==> src/rtl/core/ntf_pkg.sv <==
// Package with the shared types, constants and character tables of the number formatter.
`timescale 1ns / 1ps
package ntf_pkg;

  localparam int MaxWidthDefault = 20;

  localparam logic [2:0] STYLE_DEC    = 3'd0;
  localparam logic [2:0] STYLE_ROM_LO = 3'd1;
  localparam logic [2:0] STYLE_ROM_UP = 3'd2;
  localparam logic [2:0] STYLE_ALP_LO = 3'd3;
  localparam logic [2:0] STYLE_ALP_UP = 3'd4;

  localparam logic [31:0] RomanLimit = 32'd39999;
  // Reciprocals for the constant divisions: x / 10 = (x * RecipDec) >> 35,
  // x / 26 = (x * RecipAlp) >> 36, both exact for every 32-bit x in use.
  localparam logic [31:0] RecipDec = 32'hCCCC_CCCD;
  localparam logic [31:0] RecipAlp = 32'h9D89_D89E;

  localparam logic [7:0] CharZero  = 8'h30;
  localparam logic [7:0] CharMinus = 8'h2D;
  localparam logic [7:0] CharQuery = 8'h3F;
  localparam logic [7:0] CharLowA  = 8'h61;
  localparam logic [7:0] CharUpA   = 8'h41;
  localparam logic [7:0] CaseBit   = 8'h20;

  typedef enum logic [1:0] {
    CLS_DEC,
    CLS_ROM,
    CLS_ALP
  } cls_t;

  typedef struct packed {
    logic signed [31:0] value;
    logic [2:0]         style;
    logic [4:0]         min_digits;
  } num_t;

  typedef struct packed {
    logic [7:0] char_code;
    logic       last_char;
    logic       range_error;
  } txt_t;

  // One classified item as it waits between the front and the back.
  typedef struct packed {
    logic [31:0] mag;
    logic        neg;
    cls_t        cls;
    logic        upper;
    logic        zero;
    logic        err;
    logic [5:0]  width;
  } job_t;

  function automatic logic [7:0] roman_one(input logic [2:0] p, input logic upper);
    logic [7:0] ch;
    unique case (p)
      3'd0:    ch = 8'h69; // i
      3'd1:    ch = 8'h78; // x
      3'd2:    ch = 8'h63; // c
      3'd3:    ch = 8'h6D; // m
      default: ch = 8'h7A; // z
    endcase
    return upper ? (ch & ~CaseBit) : ch;
  endfunction

  function automatic logic [7:0] roman_five(input logic [2:0] p, input logic upper);
    logic [7:0] ch;
    unique case (p)
      3'd0:    ch = 8'h76; // v
      3'd1:    ch = 8'h6C; // l
      3'd2:    ch = 8'h64; // d
      default: ch = 8'h77; // w
    endcase
    return upper ? (ch & ~CaseBit) : ch;
  endfunction

endpackage

==> src/rtl/core/ntf_front.sv <==
// Front end: classifies an incoming number into magnitude, sign, style class and width.
`timescale 1ns / 1ps
module ntf_front import ntf_pkg::*; #(
  parameter int MAX_WIDTH = MaxWidthDefault
) (
  input  num_t num,
  output job_t job
);

  logic [31:0] raw;
  logic        neg;
  logic [31:0] mag;
  cls_t        cls;

  assign raw = num.value;
  assign neg = raw[31];
  assign mag = neg ? (32'd0 - raw) : raw;

  always_comb begin
    unique case (num.style)
      STYLE_ROM_LO, STYLE_ROM_UP: cls = CLS_ROM;
      STYLE_ALP_LO, STYLE_ALP_UP: cls = CLS_ALP;
      default:                    cls = CLS_DEC;
    endcase
  end

  always_comb begin
    job.mag   = mag;
    job.neg   = neg;
    job.cls   = cls;
    job.upper = (num.style == STYLE_ROM_UP) || (num.style == STYLE_ALP_UP);
    job.zero  = (mag == 32'd0);
    job.err   = (cls == CLS_ROM) && (mag > RomanLimit);
    if (6'(num.min_digits) > 6'(MAX_WIDTH)) begin
      job.width = 6'(MAX_WIDTH);
    end else begin
      job.width = 6'(num.min_digits);
    end
  end

endmodule

==> src/rtl/core/ntf_fifo.sv <==
// Two-entry queue of classified items between the front and the back.
`timescale 1ns / 1ps
module ntf_fifo import ntf_pkg::*; (
  input  logic clk,
  input  logic rst,
  input  logic push_valid,
  output logic push_stall,
  input  job_t push_data,
  output logic pop_valid,
  input  logic pop,
  output job_t pop_data
);

  job_t       mem [2];
  logic       wp;
  logic       rp;
  logic [1:0] count;
  logic       push;

  assign push_stall = (count == 2'd2);
  assign push       = push_valid && !push_stall;
  assign pop_valid  = (count != 2'd0);
  assign pop_data   = mem[rp];

  always_ff @(posedge clk) begin
    if (rst) begin
      wp    <= 1'b0;
      rp    <= 1'b0;
      count <= 2'd0;
    end else begin
      if (push) begin
        mem[wp] <= push_data;
        wp      <= ~wp;
      end
      if (pop) begin
        rp <= ~rp;
      end
      count <= count + 2'(push) - 2'(pop);
    end
  end

endmodule

==> src/rtl/core/ntf_back.sv <==
// Back end: converts one item into digits and sends its characters out one word at a time.
`timescale 1ns / 1ps
module ntf_back import ntf_pkg::*; #(
  parameter int MAX_WIDTH = MaxWidthDefault
) (
  input  logic clk,
  input  logic rst,
  input  logic job_valid,
  input  job_t job,
  output logic pop,
  output logic txt_valid,
  input  logic txt_stall,
  output txt_t txt
);

  localparam int CW = $clog2(MAX_WIDTH + 1);
  localparam int IW = $clog2(MAX_WIDTH);

  typedef enum logic [2:0] {
    S_IDLE,
    S_MUL,
    S_DIV,
    S_PAD,
    S_SIGN,
    S_ZERO,
    S_BODY,
    S_ROMAN
  } state_t;

  state_t        state;
  job_t          cur;
  logic [31:0]   x;
  logic [63:0]   prod;
  logic [4:0]    dig [MAX_WIDTH];
  logic [CW-1:0] cnt;
  logic [CW-1:0] idx;
  logic [2:0]    p;
  logic [1:0]    j;
  logic          err_pend;
  logic          out_valid;
  txt_t          out;

  logic          slot;
  logic          emit;
  logic          is_alp;
  logic [31:0]   q;
  logic [31:0]   r;
  logic [CW-1:0] target;
  logic [7:0]    body_char;
  logic [3:0]    d;
  logic          d5;
  logic [3:0]    rem;
  logic [2:0]    len;
  logic          lower_nz;
  logic [7:0]    rom_char;
  logic          rom_end;
  state_t        body_state;

  assign slot      = !out_valid || !txt_stall;
  assign is_alp    = (cur.cls == CLS_ALP);
  assign pop       = (state == S_IDLE) && job_valid;
  assign txt_valid = out_valid;
  assign txt       = out;

  // High when a new word is loaded into the output register this cycle.
  assign emit = slot && (((state == S_SIGN) && (err_pend || cur.neg)) ||
                         (state == S_ZERO) || (state == S_BODY) ||
                         ((state == S_ROMAN) && (len != 3'd0)));

  assign q = is_alp ? 32'(prod[63:36]) : 32'(prod[63:35]);
  assign r = x - 32'(q * (is_alp ? 32'd26 : 32'd10));

  always_comb begin
    unique case (cur.cls)
      CLS_DEC: target = CW'(cur.width);
      CLS_ROM: target = CW'(5);
      default: target = '0;
    endcase
  end

  always_comb begin
    if (!is_alp) begin
      body_char = CharZero + 8'(dig[idx[IW-1:0]]);
    end else if (cur.upper) begin
      body_char = CharUpA + 8'(dig[idx[IW-1:0]]);
    end else begin
      body_char = CharLowA + 8'(dig[idx[IW-1:0]]);
    end
  end

  // Roman digit p expands to a short pattern; j walks through it.
  assign d   = dig[IW'(p)][3:0];
  assign d5  = (d >= 4'd5);
  assign rem = d5 ? (d - 4'd5) : d;
  assign len = (rem == 4'd4) ? 3'd2 : (3'(d5) + rem[2:0]);
  assign rom_end = (3'(j) == len - 3'd1);

  always_comb begin
    lower_nz = 1'b0;
    for (int k = 0; k < 4; k++) begin
      if ((3'(k) < p) && (dig[k] != 5'd0)) begin
        lower_nz = 1'b1;
      end
    end
  end

  always_comb begin
    if (rem == 4'd4) begin
      if (j == 2'd0) begin
        rom_char = roman_one(p, cur.upper);
      end else if (d5) begin
        rom_char = roman_one(p + 3'd1, cur.upper);
      end else begin
        rom_char = roman_five(p, cur.upper);
      end
    end else if (d5 && (j == 2'd0)) begin
      rom_char = roman_five(p, cur.upper);
    end else begin
      rom_char = roman_one(p, cur.upper);
    end
  end

  always_comb begin
    if (cur.zero && (cur.cls != CLS_DEC)) begin
      body_state = S_ZERO;
    end else if (cur.cls == CLS_ROM) begin
      body_state = S_ROMAN;
    end else begin
      body_state = S_BODY;
    end
  end

  always_ff @(posedge clk) begin
    if (rst) begin
      state     <= S_IDLE;
      out_valid <= 1'b0;
      err_pend  <= 1'b0;
    end else begin
      if (out_valid && !txt_stall && !emit) begin
        out_valid <= 1'b0;
      end
      unique case (state)
        S_IDLE: begin
          if (job_valid) begin
            cur      <= job;
            x        <= (job.cls == CLS_ALP) ? (job.mag - 32'd1) : job.mag;
            cnt      <= '0;
            err_pend <= job.err;
            if (job.err || (job.zero && (job.cls != CLS_DEC))) begin
              state <= S_SIGN;
            end else begin
              state <= S_MUL;
            end
          end
        end
        S_MUL: begin
          prod  <= x * (is_alp ? RecipAlp : RecipDec);
          state <= S_DIV;
        end
        S_DIV: begin
          dig[cnt[IW-1:0]] <= r[4:0];
          cnt              <= cnt + 1'b1;
          x                <= is_alp ? (q - 32'd1) : q;
          state            <= (q == 32'd0) ? S_PAD : S_MUL;
        end
        S_PAD: begin
          if (cnt < target) begin
            dig[cnt[IW-1:0]] <= 5'd0;
            cnt              <= cnt + 1'b1;
          end else begin
            idx   <= cnt - 1'b1;
            p     <= 3'd4;
            j     <= 2'd0;
            state <= S_SIGN;
          end
        end
        S_SIGN: begin
          // An out-of-range roman value becomes a single flagged '?'.
          if (err_pend) begin
            if (slot) begin
              out_valid       <= 1'b1;
              out.char_code   <= CharQuery;
              out.last_char   <= 1'b1;
              out.range_error <= 1'b1;
              state           <= S_IDLE;
            end
          end else if (!cur.neg) begin
            state <= body_state;
          end else if (slot) begin
            out_valid       <= 1'b1;
            out.char_code   <= CharMinus;
            out.last_char   <= 1'b0;
            out.range_error <= 1'b0;
            state           <= body_state;
          end
        end
        S_ZERO: begin
          if (slot) begin
            out_valid       <= 1'b1;
            out.char_code   <= CharZero;
            out.last_char   <= 1'b1;
            out.range_error <= 1'b0;
            state           <= S_IDLE;
          end
        end
        S_BODY: begin
          if (slot) begin
            out_valid       <= 1'b1;
            out.char_code   <= body_char;
            out.last_char   <= (idx == '0);
            out.range_error <= 1'b0;
            idx             <= idx - 1'b1;
            if (idx == '0) begin
              state <= S_IDLE;
            end
          end
        end
        S_ROMAN: begin
          if (len == 3'd0) begin
            p <= p - 3'd1;
          end else if (slot) begin
            out_valid       <= 1'b1;
            out.char_code   <= rom_char;
            out.last_char   <= rom_end && !lower_nz;
            out.range_error <= 1'b0;
            if (rom_end) begin
              j <= 2'd0;
              p <= p - 3'd1;
              if (!lower_nz) begin
                state <= S_IDLE;
              end
            end else begin
              j <= j + 2'd1;
            end
          end
        end
        default: state <= S_IDLE;
      endcase
    end
  end

endmodule

==> src/rtl/core/number_to_text_formatter_top.sv <==
// Top level of the number formatter: front end, item queue and character back end.
//
//   channel | dir | payload | handshake
//   num     | in  | num_t   | num_valid / num_stall
//   txt     | out | txt_t   | txt_valid / txt_stall
//
// A decimal or roman item splits off each digit in the shared reciprocal
// multiplier (a 32 by 32 product, then quotient and remainder), adds its pad
// digits, then sends its characters out one word at a time. Alpha uses the
// same loop.
// Up to two items wait in the queue while the back end works.
// Reset is synchronous and clears the queue and the output word.
// A stalled output word holds; the back end waits on it.
`timescale 1ns / 1ps
module number_to_text_formatter_top import ntf_pkg::*; #(
  parameter int MAX_WIDTH = MaxWidthDefault
) (
  input  logic clk,
  input  logic rst,
  input  logic num_valid,
  output logic num_stall,
  input  num_t num,
  output logic txt_valid,
  input  logic txt_stall,
  output txt_t txt
);

  job_t front_job;
  job_t queue_job;
  logic queue_valid;
  logic queue_pop;

  ntf_front #(.MAX_WIDTH(MAX_WIDTH)) u_front (
    .num (num),
    .job (front_job)
  );

  ntf_fifo u_fifo (
    .clk        (clk),
    .rst        (rst),
    .push_valid (num_valid),
    .push_stall (num_stall),
    .push_data  (front_job),
    .pop_valid  (queue_valid),
    .pop        (queue_pop),
    .pop_data   (queue_job)
  );

  ntf_back #(.MAX_WIDTH(MAX_WIDTH)) u_back (
    .clk       (clk),
    .rst       (rst),
    .job_valid (queue_valid),
    .job       (queue_job),
    .pop       (queue_pop),
    .txt_valid (txt_valid),
    .txt_stall (txt_stall),
    .txt       (txt)
  );

endmodule

==> config.mk <==
export PLATFORM = sky130hd
export DESIGN_NAME = number_to_text_formatter_top
export DESIGN_NICKNAME = d
export VERILOG_FILES = /design/src/rtl/core/ntf_pkg.sv /design/src/rtl/core/ntf_front.sv /design/src/rtl/core/ntf_fifo.sv /design/src/rtl/core/ntf_back.sv /design/src/rtl/core/number_to_text_formatter_top.sv
export SDC_FILE = /design/constraint.sdc
export NUM_CORES = 2
export LEC_CHECK = 0
export BUFFER_PORTS_ARGS = -buffer_cell sky130_fd_sc_hd__buf_2
export CAP_MARGIN = 20
export CORE_MARGIN = 8
export CORE_UTILIZATION = 70
export DETAILED_ROUTE_END_ITERATION = 8
export PLACE_DENSITY = 0.87
export SLEW_MARGIN = 10
export SYNTH_ARGS = -nofsm -noshare
export SYNTH_HDL_FRONTEND = slang
export SYNTH_SLANG_ARGS = --single-unit
==> constraint.sdc <==
create_clock -name clk -period 25.2 [get_ports clk]
set_input_delay 1.26 -clock clk [delete_from_list [all_inputs] [get_ports clk]]
set_output_delay 1.26 -clock clk [all_outputs]
set_load 0.01 [all_outputs]
==> key figures <==
Synthesis
  – Compound-gate portion of the synthesized area: 0.0721
  – EDFF count, synth: between 200 and 300
  – Synthesized cell area: around 36000 um^2
  – XOR/XNOR Fraction of Synth Area: 0.0310
  – Register area share after synthesis: 0.246
  – Main synth FF type: edfxtp_1
  – Synth Area per Inst: ~11 um^2
  – Yosys reg bits: 300
  – Asr flop ratio synth: 0
  – Synthesized instance count: between 3000 and 4000
  – Syn nets: roughly 4300
  – Simple-gate portion of the synthesized area: 0.0812
  – Synth warn: 0
  – Number of distinct library cells after synthesis: 76
  – Mux cell area share after synthesis: 0.0420
  – Largest family of logic cells by synthesized area: adder cells
  – Synth Area in Adders: 0.439

Clock network
  – CTS tree: yes
  – H-tree depth: 1
  – Setup bufs post-CTS: 0
  – Longest Clk Path Bufs: 3
  – Clock tree sinks: 300
  – Clock Pin Slew Worst Setup and Hold Paths: ~0.070 ns
  – Clock Latency Late Sink: 0.56 ns
  – CTS Hold Bufs: 0
  – # resized after CTS: 0
  – TritonCTS buffer count: 26
  – Clock root buffer master: clkbuf_16

Global routing
  – Total congestion overflow: 0
  – Tot GR Track Use: 0.342
  – Vias in the first global route: roughly 27000
  – Largest net degree at the start of global routing: between 80 and 90
  – Initial antenna violation count: 1
  – First-pass GRT wire length: approximately 160000 um

STA
  – Final worst path period need: just under 10 ns
  – RSZ-0062 raised after global routing: no
  – Final worst path period share: 0.384
  – Slew HR: 0.269
  – Max-slew violations: 0
  – Slew @ Worst Pin: ~1.1 ns
  – Worst Hold Slack: roughly 0.53 ns
  – Final Skew: 0.0160 ns
  – Total Neg Setup Slack: 0 ns
  – Setup WS post-layout: about 16 ns
  – Fmax: 103 MHz
  – Setup violators final: 0
  – Final hold vios: 0

Place
  – IO Port Bufs: between 50 and 60
  – Dpl ws: 15.63 ns
  – Post-DP HPWL: ~83000 um
  – Placer Congestion: around 1.0
  – Placed Area: around 37000 um^2

Die
  – Row cnt: between 80 and 90
  – Die span in y: ~240 um
  – Die area: between 50000 and 60000 um^2
  – Starting density of the core: 0.705
  – I/O pin count: between 50 and 60
  – Die Wd: 243 um
  – CORE AREA: about 51000 um^2

Drt
  – Total wire length: ~99000 um
  – Antenna viol nets, final: 0
  – DR iter-0 viols: around 2500
  – First-pass iteration count of the detailed router: 8
  – DR vias: between 20000 and 30000
  – Post-route DRC: 0
  – Drt wl/cell: ~24 um
  – Via density: 6.19

Run status
  – Status: finished, final reports clean

Worst hold path
  – Hold Crit Class: flop to flop

Critical path
  – CP Data Arrival Time: between 10 and 15 ns
  – Critical Path Sink Type: flop
  – CP Launch Type: flop
  – Worst Path Required: around 26 ns
  – Max incr delay on CP: roughly 0.68 ns
  – WS Path Type: flop to flop
  – R2R setup slack: between 15 and 20 ns
  – Critical Path Fanout Max: 58
  – Most used cell, CP: inv_1
  – Critical path's slowest cell: o21ai_0

Finish
  – Fin area: between 30000 and 40000 um^2
  – Share of layout cells above drive strength 1: 0.0612
  – Nets@finish: roughly 4300
  – Synthesis-to-finish area growth: 5.49%

Flow run
  – Max-cap violations: 0
-- final cells by class --
| type | instances | area, um^2 |
|---|---|---|
| Antenna cell | 1 | 2.50 |
| Clock buffer | 27 | 654 |
| Clock inverter | 20 | 289 |
| Fill cell | 3476 | 13100 |
| Inverter | 772 | 2900 |
| Multi-Input combinational cell | 2189 | 23900 |
| Sequential cell | 300 | 8830 |
| Tap cell | 680 | 851 |
| Timing Repair Buffer | 72 | 423 |
-- cell usage in the layout (no fill, tap or decap), types with 8 or more instances in the layout --
master / netlist / final
clkbuf_16: 0 / 26
buf_4: 0 / 16
or2_2: 11 / 11
nand2b_1: 14 / 13
a21oi_1: 116 / 115
nand2_1: 183 / 183
inv_1: 772 / 772
nor2b_1: 17 / 16
or4_1: 10 / 10
mux4_2: 35 / 35
mux2i_1: 45 / 45
mux2_2: 24 / 24
and2_1: 23 / 23
or3_1: 15 / 15
a21o_1: 26 / 26
nand3_1: 40 / 40
o22ai_1: 8 / 8
buf_2: 8 / 55
nor3b_1: 14 / 13
o211ai_1: 18 / 18
o31ai_1: 22 / 22
o21ai_0: 110 / 110
ha_1: 389 / 389
a211oi_1: 17 / 17
xnor2_1: 86 / 86
fa_1: 545 / 545
nand4_1: 14 / 14
nor3_1: 61 / 59
a31oi_1: 14 / 14
edfxtp_1: 282 / 282
dfxtp_1: 18 / 17
o21bai_1: 10 / 10
nor2_1: 164 / 164
xor2_1: 41 / 41
nor4_1: 16 / 16
-- state kept, by name, indices dropped and copies added (netlist names), 2 cells and up, named ones only --
name / flops
u_back.cnt: 5
u_back.cur: 10
u_back.dig: 100
u_back.idx: 5
u_back.j: 2
u_back.p: 3
u_back.prod: 29
u_back.state: 3
u_back.txt: 10
u_back.x: 32
u_fifo.count: 2
u_fifo.mem: 86
-- synth_stat cells (all sizes together), types with 8 or more instances --
master | count | share of area
fa | 545 | 0.30
a31oi | 14 | 0.0024
nor3 | 62 | 0.0088
buf | 17 | 0.0023
and2 | 24 | 0.0042
nor3b | 14 | 0.0029
a21o | 26 | 0.0054
o211ai | 18 | 0.0038
o21bai | 10 | 0.0021
nor2b | 17 | 0.0030
o22ai | 8 | 0.0014
nor4 | 18 | 0.0035
clkbuf | 56 | 0.0059
or2 | 11 | 0.0019
ha | 389 | 0.14
or3 | 15 | 0.0026
mux2i | 45 | 0.013
mux2 | 24 | 0.0075
inv | 772 | 0.081
a21oi | 117 | 0.016
edfxtp | 282 | 0.24
o31ai | 22 | 0.0046
xor2 | 41 | 0.010
nand2 | 183 | 0.019
or4 | 10 | 0.0021
mux4 | 35 | 0.022
xnor2 | 86 | 0.021
a211oi | 19 | 0.0042
dfxtp | 18 | 0.010
o21ai | 112 | 0.016
nand4 | 14 | 0.0024
nand2b | 14 | 0.0024
nand3 | 40 | 0.0056
nor2 | 164 | 0.017
-- kinds of logic after synthesis --
logic type	after synthesis
xor gates and xnor gates	127
DFF	300
and+or+nand+nor	611
muxes	104
AOI/OAI and AO/OA	413
buffers and inverters	845
adders and majority gates	934
-- final timing paths --
check / from / endpoint / cells after the start
setup reg to reg: u_back.cur[10] / u_back.prod[49] / 31
hold / removal: u_fifo.rp / flop / 2
setup / recovery: u_back.cur[10] / u_back.prod[49] / 31
hold reg to reg: u_fifo.rp / flop / 2
-- per-layer routing --
layer	vias up	wire, um	GRT usage
met5	-	12	0
met3	260	9290	0.0644
met4	2	4690	0.135
met1	12500	38000	0.445
li1	11000	-	-
met2	1339	47500	0.567
-- critical path, delay by kind of cell, from the launching register on --
family | cells | cell delay, ns
AO/OA/AOI/OAI | 6 | 2.30
XOR/XNOR | 1 | 0.28
adder cells (fa/ha/maj) | 9 | 4.01
buffers and inverters | 10 | 1.45
flip-flops | 1 | 0.50
AND/OR/NAND/NOR | 5 | 0.88
-- metrics by stage --
stage / utilization / instances
6_report: 0.743 / 4061
5_1_grt: 0.743 / 4060
4_1_cts: 0.742 / 4058
3_5_place_dp: 0.724 / 4011
3_3_place_gp: 0.724 / 4011
2_1_floorplan: - / 3334
Power is left out: the tool's default activity adds up to more than one toggle a clock period on the data nets, which glitch-free logic cannot reach.
